<file path="config.mk">
export PLATFORM = sky130hd
export DESIGN_NAME = ugr_front
export DESIGN_NICKNAME = d
export VERILOG_FILES = /design/src/rtl/core/ugr_pkg.sv /design/src/rtl/core/ugr_front.sv
export SDC_FILE = /design/constraint.sdc
export NUM_CORES = 1
export LEC_CHECK = 0
export BUFFER_PORTS_ARGS = -buffer_cell sky130_fd_sc_hd__buf_2
export CAP_MARGIN = 5
export CORE_ASPECT_RATIO = 1.2
export CORE_MARGIN = 8
export CORE_UTILIZATION = 57
export CTS_CLUSTER_SIZE = 24
export DETAILED_ROUTE_END_ITERATION = 6
export PLACE_DENSITY = 0.85
export SLEW_MARGIN = 20
export SYNTH_ARGS = -nofsm -noshare
export SYNTH_HDL_FRONTEND = slang
export SYNTH_SLANG_ARGS = --single-unit
</file>
<file path="constraint.sdc">
create_clock -name aclk -period 11.2 [get_ports aclk]
set_clock_uncertainty 0.2 [all_clocks]
set_input_delay 1.12 -clock aclk [delete_from_list [all_inputs] [get_ports aclk]]
set_output_delay 1.12 -clock aclk [all_outputs]
set_load 0.05 [all_outputs]
</file>
<file path="src/rtl/core/ugr_pkg.sv">
// Package for the uniform grid linear resampler.
// Shared item type and fixed-point constants; no dependencies.
`default_nettype none
package ugr_pkg;
    localparam int unsigned NUM_CH          = 7;
    localparam int unsigned CH_W            = 32;
    localparam int unsigned STEP_W          = 31;
    localparam int unsigned WEIGHT_BITS     = 30;
    localparam int unsigned RECIP_W         = 63;
    localparam int unsigned DEF_MAX_POINTS  = 64;
    localparam int unsigned DEF_FRAC_BITS   = 16;
    localparam logic signed [31:0] KEY_MAX  = 32'sh7FFF_FFFF;

    // One queued sample: channel 0 is the key, then the six value channels.
    typedef struct packed {
        logic                                pass;
        logic [NUM_CH-1:0][CH_W-1:0]         ch;
    } item_t;
endpackage
`default_nettype wire

</file>
<file path="src/rtl/core/ugr_front.sv">
// Front end: accepts samples, marks path starts and queues them for the back end.
// Depends on ugr_pkg.
`default_nettype none
module ugr_front (
    input  wire logic           aclk,
    input  wire logic           aresetn,
    input  wire logic           s_tvalid,
    output logic                s_tready,
    input  wire logic [223:0]   s_tdata,
    input  wire logic           s_tuser,
    output logic                q_valid_o,
    output ugr_pkg::item_t      q_item_o,
    input  wire logic           q_pop_i
);
    ugr_pkg::item_t mem [2];
    logic       wr_ptr_reg, rd_ptr_reg;
    logic [1:0] count_reg;
    logic       started_reg;
    logic       push;
    ugr_pkg::item_t new_item;

    assign s_tready  = count_reg != 2'd2;
    assign push      = s_tvalid && s_tready;
    assign q_valid_o = count_reg != 2'd0;
    assign q_item_o  = mem[rd_ptr_reg];

    always_comb begin
        new_item.ch   = s_tdata;
        // The first sample after reset opens a path as well.
        new_item.pass = s_tuser || !started_reg;
    end

    always_ff @(posedge aclk) begin
        if (push) mem[wr_ptr_reg] <= new_item;
    end

    always_ff @(posedge aclk) begin
        if (!aresetn) begin
            wr_ptr_reg  <= 1'b0;
            rd_ptr_reg  <= 1'b0;
            count_reg   <= 2'd0;
            started_reg <= 1'b0;
        end else begin
            if (push) begin
                wr_ptr_reg  <= !wr_ptr_reg;
                started_reg <= 1'b1;
            end
            if (q_pop_i) rd_ptr_reg <= !rd_ptr_reg;
            count_reg <= count_reg + {1'b0, push} - {1'b0, q_pop_i};
        end
    end

    assert property (@(posedge aclk) disable iff (!aresetn) q_pop_i |-> count_reg != 2'd0)
        else $error("queue popped while empty");
endmodule
`default_nettype wire

</file>
; ---- After elaboration in Yosys (flattened, before gate mapping)
; Memories as Yosys holds them, arrays and structs flattened. A register that Yosys moved wholly into a read port is not among the register bits.
; Index checks and enable logic that the tools add are counted.
[word_totals]
mem_count = 1
reg_bits = 5
in_bits = 229
output_inout_bits = 227
mem_bits_rw = 450
[mem_list]
columns = memory, depth, word_bits, read_ports, rd_ports_with_merged_regs, write_ports, line
row1 = mem, 2, 225, 1, 1, 1, ugr_front.sv:15  ; ugr_pkg::item_t mem [2];
[classes]
reduce_logical = 6
mux = 4
n_addsub = 2
n_eq_ne = 1
[ops]
columns = cell, count
row1 = two-way mux 1 bit, 4
row2 = logical NOT 1 bit, 3
row3 = adder 2 x 1 -> 2 bit, 1
row4 = "!= test 2 bit, second input constant", 1
row5 = nonzero test 2 bit, 1
row6 = subtractor 2 x 1 -> 2 bit, 1
row7 = logical AND 1 bit, 1
row8 = logical OR 1 bit, 1

; ---- Logic depth before layout (Yosys ltp)
; Gate-level depths: netlist (run 1).
[logic_depth]
depth_word = 4
depth_mapped = 7
ltp_nobuf = 7

; ---- Worst setup path before layout (run 1)
; Ideal clock, no wire load.
[synth_timing]
path_type = input to register
startpoint = in s_tvalid
endpoint = mem mem[1][0] (netlist name) (enable)
cell_stages = 1
setup_ns = 0.615
required_ns = 10.385
path_buffers = 0
slack_ns = 4.082
t_arrival_ns = 6.302
cell_sequence = and3_1
[synth_between]
elab_chain_len = 3
[synth_rtl]
columns = item, line
row1 = start: declaration, ugr_front.sv:7  ; input wire logic s_tvalid,
row2 = logical AND 1 bit, ugr_front.sv:23  ; assign push = s_tvalid && s_tready;
row3 = two-way mux 1 bit, ugr_front.sv:34  ; if (push) mem[wr_ptr_reg] <= new_item;
row4 = two-way mux 1 bit (implied by the code), ugr_front.sv:34
row5 = end: declaration, ugr_front.sv:15
; No other way between the ends.

==> Implementation_results.wiki, run 1 <==
{| class="wikitable"
! Metric !! Value
|-
| Status || completed
|-
| Height of the chip || 206 um
|-
| VDD IR-drop max || 0.000158 V
|-
| Syn Area/Cell || 23.4 um^2
|-
| Wire length of the first global-routing pass || 55900 um
|-
| Layout overhead on the synthesized area || 23.7%
|-
| Net count reported at finish || 1444
|-
| Sum of negative setup slack || 0 ns
|-
| Number of global-route vias before repair || 9471
|-
| Largest net degree at the start of global routing || 141
|-
| Post-CTS setup-driven buffer insertion count || 0
|-
| Commonest non-fill, non-tap cells in the layout || 455 x sky130_fd_sc_hd__buf_2, 450 x sky130_fd_sc_hd__edfxtp_1, 150 x sky130_fd_sc_hd__mux2_4
|-
| Total count of hold-check failures in the final report || 0
|-
| CTS root buffer || sky130_fd_sc_hd__clkbuf_16
|-
| Endpoint class of the critical path || primary output
|-
| First DRT Iteration DRCs || 648
|-
| Fraction of layout cells with a size suffix above 1 || 60.6%
|-
| Most area-hungry cell type in the Yosys netlist || sky130_fd_sc_hd__edfxtp_1
|-
| Total nets after synthesis || 963
|-
| Total congestion overflow || 0
|-
| Highest achievable clock rate || 189 MHz
|-
| Post-detail-place hpwl || 26900 um
|-
| Slowest cell on the critical path || sky130_fd_sc_hd__dfxtp_4
|-
| Clock H-tree levels || 2
|-
| Final min period || 5.28 ns
|-
| Share of synthesized area occupied by flip-flops and latches || 79.5%
|-
| Number of clock buffers inserted by TritonCTS || 42
|-
| Number of antenna violations at the first check in global routing || 4
|-
| Post-CTS sizing || 0
|-
| Floorplan die area || 35900 um^2
|-
| Clk sinks || 456
|-
| Most common library cell in the layout ignoring fill and taps || sky130_fd_sc_hd__buf_2
|-
| Dominant cells by area after synthesis || sky130_fd_sc_hd__edfxtp_1 79%, sky130_fd_sc_hd__mux2_4 13%, sky130_fd_sc_hd__mux2_2 4.9%, sky130_fd_sc_hd__buf_6 1.2%, sky130_fd_sc_hd__dfxtp_1 0.70%
|-
| Maximum cell stage delay along the critical path || 0.94 ns
|-
| Crit share post-route || 47.1%
|-
| Type of the tightest min-delay check || reg2reg
|-
| Required time at the worst-slack endpoint || 9.88 ns
|-
| Detailed Routing Iterations Pass 1 || 5
|-
| CTS max path bufs || 3
|-
| Portion of synthesized cell area occupied by the leading cell type || 78.8%
|-
| Clock latency at the later pin of the worst-skew pair || 0.53 ns
|-
| CTS Hold Bufs || 0
|-
| Cell count after synthesis || 733
|-
| Leakage power total || 8.28 nW
|-
| Unrepaired setup endpoints after global routing || no
|-
| Flip-flop count of the largest register, all copies and words added || 450
|-
| Arrival time at the worst endpoint || 3.96 ns
|-
| Placeable core region || 29600 um^2
|-
| Max-cap viol count || 0
|-
| Initial core utilization || 57.9%
|-
| Number of top-level pins || 456
|-
| Final-report max-slew violation count || 0
|-
| Row Count || 69
|-
| Final estimated routing congestion in global placement || 0.793
|-
| Biggest fanout along the worst timing path || 63
|-
| Pwr dens || 210 nW/um^2
|-
| CP delay by family, top || buffers and inverters
|-
| Most used cell, CP || sky130_fd_sc_hd__buf_4
|-
| Unique cell type count in the Yosys netlist || 24
|-
| Critical path buffers and inverters || 3
|-
| Remaining routing DRC violations || 0
|-
| Clk pin slew, worst setup/hold paths || 0.06 ns
|-
| Count of final setup violators || 0
|-
| Drt wl/cell || 23.3 um
|-
| Worst setup path category || reg2out
|-
| Number of vias after detailed routing || 8665
|-
| FF+latch count, synth || 456
|-
| Kind of start point of the critical path || flip-flop
|-
| Count of buffers from port buffering || 455
|-
| All-Layer GR Usage || 20.5%
|-
| Average vias per placed instance || 5.29
|-
| Chain of cells forming the critical path || buf_4, buf_4, mux2_2, buf_2
|-
| Count of nets left with antenna violations after detail routing || 0
|-
| Util after Layout || 71.6%
|-
| Detailed-route wire length || 38200 um
|-
| Measured slew at the worst slew-check pin || 1.10 ns
|-
| Slew headroom || 26.5%
|-
| Synth Warn # || 0
|-
| Post-Syn Area || 17100 um^2
|-
| Clock tree from TritonCTS || done
|-
| Die width || 174 um
|-
| Layout filler cell count || 1762
|}
area by class of cell:
type                            count  area [um^2]  share of cell area [%]
Clock inverter                     26          303                    1.43
Multi-Input combinational cell    249         3260                    15.4
Timing Repair Buffer              462         2330                    11.0
Sequential cell                   456        13600                    64.3
Inverter                            3         18.8                  0.0885
Antenna cell                        3         7.51                  0.0354
Clock buffer                       50         1140                    5.40
Tap cell                          390          488                    2.30
metal layers:
metal  up-vias  part of all wire (%)  track usage (%)
li1       3885                     -                -
met1      4360                    35             21.5
met2       361                    55             38.6
met3        59                   7.0             5.90
met4         0                   2.5             7.09
met5         -                     0                0
worst paths after layout:
check          startpoint            to  slack [ns]  depth (start not counted)
max             flip-flop  q_item_o[32]        5.92                          4
min           started_reg   started_reg        0.29                          2
max reg2reg  count_reg[0]   mem[1][120]        8.33                          3
min reg2reg   started_reg   started_reg        0.29                          2
power breakdown:
group          switching (W)  internal (W)
sequential         0.0000463       0.00205
clock               0.000581      0.000891
combinational       0.000629      0.000259
total                0.00126       0.00320
metrics by stage:
step                setup slack [ns]  instances  total power (W)  hold WS [ns]  cell area [um^2]
floorplan                       4.08        733          0.00284         0.238             17100
global placement                6.54       1560          0.00300         0.255             19700
detailed placement              6.46       1560          0.00302         0.260             19700
CTS                             5.89       1636          0.00449         0.294             21200
global route                    5.72       1639          0.00459         0.316             21200
finish                          5.92       1639          0.00446         0.287             21200
kinds of logic (layout without fill, tap and decap cells):
group	after synthesis	in the layout	share of synthesized area [%]
buffers and inverters	28	541	1.45
multiplexers	226	226	18.1
flip-flops	456	456	79.5
other	0	3	0
XOR/XNOR	2	2	0.102
adder cells (fa/ha/maj)	1	1	0.0730
AND/OR/NAND/NOR	14	14	0.460
AO/OA/AOI/OAI	6	6	0.256
tightest hold or removal path, cell delays in order (launching register included):
cell	delay [ns]
sky130_fd_sc_hd__dfxtp_1	0.33
sky130_fd_sc_hd__a21oi_1	0.04
sky130_fd_sc_hd__nor2_1	0.08
synthesized netlist by cell type:
library cell and n:
sky130_fd_sc_hd__a21bo_2 1, sky130_fd_sc_hd__buf_2 7, sky130_fd_sc_hd__nor2_1 3, sky130_fd_sc_hd__edfxtp_1 450
sky130_fd_sc_hd__nand2b_1 2, sky130_fd_sc_hd__nor4b_1 1, sky130_fd_sc_hd__mux2i_1 1, sky130_fd_sc_hd__a211o_1 1
sky130_fd_sc_hd__a21boi_1 1, sky130_fd_sc_hd__mux2_4 150, sky130_fd_sc_hd__or2_2 1, sky130_fd_sc_hd__nand3b_1 2
sky130_fd_sc_hd__xnor2_1 2, sky130_fd_sc_hd__a211oi_1 1, sky130_fd_sc_hd__ha_1 1, sky130_fd_sc_hd__dfxtp_1 6
sky130_fd_sc_hd__inv_1 3, sky130_fd_sc_hd__a21oi_1 2, sky130_fd_sc_hd__and2_1 1, sky130_fd_sc_hd__nand3_1 1
sky130_fd_sc_hd__and3_1 1, sky130_fd_sc_hd__mux2_2 75, sky130_fd_sc_hd__buf_6 18, sky130_fd_sc_hd__nand2_1 2
Note: power is estimated with default switching activity, not from simulation.
==> run 2: changes to the inputs <==
- CORE_UTILIZATION: 57 -> 52
- PLACE_DENSITY: 0.85 -> 0.79
- clock period: 11.2 -> 5.5 ns (I/O delays scaled with it)
==> run 2 against run 1 <==
Against the previous run: first-iteration DRC count decreased by 28%; clock power increased by 89%; count of clock-buffer cells in the layout increased by 4; die area increased by 8.8%; sequential share of layout area decreased by 5.6 points; global-route usage decreased by 0.18 points.
==> Implementation_results.wiki, run 2 (synthesized netlist as in run 1, its figures left out) <==
{| class="wikitable"
! Metric !! Value
|-
| Clk sinks || 456 (unchanged)
|-
| Highest achievable clock rate || 299 MHz
|-
| R2r endpoint || mem[0][131]
|-
| Count of nets left with antenna violations after detail routing || 0 (unchanged)
|-
| Endpoint of the worst hold-timing path || mem[1][0]
|-
| Initial core utilization || 52.3% (-5.6 points)
|-
| Chain of cells forming the critical path || buf_12, mux2_2, buf_2
|-
| Number of global-route vias before repair || 10535 (+11%)
|-
| Critical path buffers and inverters || 2 (-1)
|-
| Clk pin slew, worst setup/hold paths || 0.06 ns (about the same)
|-
| Count of final setup violators || 0 (unchanged)
|-
| Floorplan die area || 39100 um^2 (+8.8%)
|-
| Leakage power total || 9.06 nW (+9.4%)
|-
| Post-detail-place hpwl || 26100 um (-2.9%)
|-
| Kind of start point of the critical path || flip-flop
|-
| Crit share post-route || 60.7%
|-
| Number of clock buffers inserted by TritonCTS || 44 (+4.8%)
|-
| Number of cell instances on the worst register-to-register path || 4 (+1)
|-
| Status || completed
|-
| Wire length of the first global-routing pass || 60900 um (+8.8%)
|-
| Final min period || 3.34 ns
|-
| Detailed-route wire length || 41600 um (+8.8%)
|-
| Pwr dens || 388 nW/um^2 (+84%)
|-
| Post-layout instance area || 23200 um^2 (+9.5%)
|-
| Minimum setup slack among reg-to-reg paths || 2.72 ns (-5.61 ns)
|-
| Final-report max-slew violation count || 0 (unchanged)
|-
| Detailed Routing Iterations Pass 1 || 4 (-1)
|-
| Measured slew at the worst slew-check pin || 0.963 ns (-0.139 ns)
|-
| Post-CTS sizing || 0 (unchanged)
|-
| Total count of hold-check failures in the final report || 0 (unchanged)
|-
| Layout overhead on the synthesized area || 35.4%
|-
| Endpoint class of the critical path || primary output
|-
| Biggest fanout along the worst timing path || 71 (+13%)
|-
| Final estimated routing congestion in global placement || 0.801 (+0.98%)
|-
| Total congestion overflow || 0 (unchanged)
|-
| VDD IR-drop max || 0.000336 V (+110%)
|-
| Slew headroom || 35.6% (+9.2 points)
|-
| CTS Hold Bufs || 202 (+202)
|-
| Sum of negative setup slack || 0 ns (unchanged)
|-
| CTS root buffer || sky130_fd_sc_hd__clkbuf_16
|-
| Number of top-level pins || 456 (unchanged)
|-
| Flip-flop count of the largest register, all copies and words added || 450 (unchanged)
|-
| Die width || 182 um (+4.3%)
|-
| Clock tree from TritonCTS || done
|-
| Arrival time at the worst endpoint || 2.59 ns (-1.37 ns)
|-
| Number of vias after detailed routing || 9578 (+11%)
|-
| Worst setup path category || reg2out
|-
| All-Layer GR Usage || 20.3% (-0.18 points)
|-
| Remaining routing DRC violations || 0 (unchanged)
|-
| Required time at the worst-slack endpoint || 4.75 ns (-5.13 ns)
|-
| Fraction of layout cells with a size suffix above 1 || 51.6% (-9.0 points)
|-
| Type of the tightest min-delay check || in2reg
|-
| Slowest cell on the critical path || sky130_fd_sc_hd__dfxtp_4
|-
| Layout filler cell count || 1898 (+7.7%)
|-
| Startpoint of the most critical register-to-register path || count_reg[1]
|-
| Unrepaired setup endpoints after global routing || no
|-
| Row Count || 73 (+5.8%)
|-
| Commonest non-fill, non-tap cells in the layout || 455 x sky130_fd_sc_hd__buf_2, 450 x sky130_fd_sc_hd__edfxtp_1, 203 x sky130_fd_sc_hd__dlygate4sd3_1
|-
| CTS max path bufs || 3 (unchanged)
|-
| Clock H-tree levels || 2 (unchanged)
|-
| Average vias per placed instance || 5.13 (-3.0%)
|-
| Drt wl/cell || 22.3 um (-4.6%)
|-
| Largest net degree at the start of global routing || 97 (-31%)
|-
| Most common library cell in the layout ignoring fill and taps || sky130_fd_sc_hd__buf_2
|-
| Startpoint of the most critical hold path || s_tdata[0]
|-
| Max-cap viol count || 0 (unchanged)
|-
| Placeable core region || 32800 um^2 (+11%)
|-
| Net count reported at finish || 1649 (+14%)
|-
| CP delay by family, top || flip-flops
|-
| First DRT Iteration DRCs || 464 (-28%)
|-
| Count of buffers from port buffering || 455 (unchanged)
|-
| Height of the chip || 215 um (+4.3%)
|-
| Cell depth of the worst min-delay path || 1 (-1)
|-
| Clock latency at the later pin of the worst-skew pair || 0.53 ns (about the same)
|-
| Post-CTS setup-driven buffer insertion count || 0 (unchanged)
|-
| Maximum cell stage delay along the critical path || 0.83 ns (-0.11 ns)
|-
| Dpl cell area || 19800 um^2 (+0.56%)
|-
| Number of antenna violations at the first check in global routing || 11 (+7)
|}
[run 2: cell types whose count changed in the layout (fill, tap and decap cells not counted), sizes merged]
cell,before,now
dlygate4sd3,0,203
diode,3,9
bufinv,7,2
clkbuf,50,54
clkinvlp,0,3
clkinv,18,16
inv,4,2
[run 2: how the worst max path moves through the flow]
| stage | from | end | slack, ns | cells after the start |
|---|---|---|---|---|
| after floorplan | count_reg[0] | mem[0][0] | 0.47 | 3 |
| after global placement | s_tvalid | mem[0][74] | 2.73 | 4 |
| after detailed placement | s_tvalid | mem[0][74] | 2.68 | 4 |
| after CTS | flip-flop | q_item_o[1] | 2.17 | 3 |
| after global routing | flip-flop | q_item_o[1] | 2.08 | 3 |
| final | flip-flop | q_item_o[1] | 2.16 | 3 |
[run 2: metal layers]
metal	vias up	track usage, %	part of all wire, %
li1	4300	-	-
met1	4745	20.4	34
met2	407	36.9	53
met3	122	5.74	7.0
met4	4	11.7	5.6
met5	-	0	0.055
[run 2: area by class of cell]
| cell class | count | area [um^2] | area share, % |
|---|---|---|---|
| clock buffer | 54 | 1160 | 5.00 |
| inverter | 3 | 15.0 | 0.0647 |
| tap | 412 | 515 | 2.22 |
| sequential | 456 | 13600 | 58.7 |
| clock inverter | 20 | 149 | 0.641 |
| timing repair buffer | 665 | 4450 | 19.2 |
| multi-input combinational | 249 | 3260 | 14.1 |
| antenna | 9 | 22.5 | 0.0970 |
[run 2: worst register-to-register path, cell delays in order, from the launching register on]
cell                         delay [ns]
sky130_fd_sc_hd__dfxtp_1           0.41
sky130_fd_sc_hd__nand2b_1          0.19
sky130_fd_sc_hd__nand3b_1          0.20
sky130_fd_sc_hd__clkinvlp_4        0.78
sky130_fd_sc_hd__buf_12            0.59
[run 2: through the flow]
step	power (W)	util (%)	hold WS, ns	std cells	setup slack, ns
floorplan	0.00574	-	0.238	733	0.475
global placement	0.00613	60.5	0.268	1582	2.73
detailed placement	0.00616	60.5	0.273	1582	2.68
CTS	0.00905	70.7	0.000552	1858	2.17
global route	0.00927	70.8	0.00176	1868	2.08
finish	0.00900	70.8	0.0183	1868	2.16
[run 2: report_power, final]
part / leakage, nW / switching (W) / internal [W]
clock network: 0.631 / 0.00119 / 0.00158
registers: 4.25 / 0.0000909 / 0.00417
logic: 4.18 / 0.00133 / 0.000632
total: 9.06 / 0.00261 / 0.00638
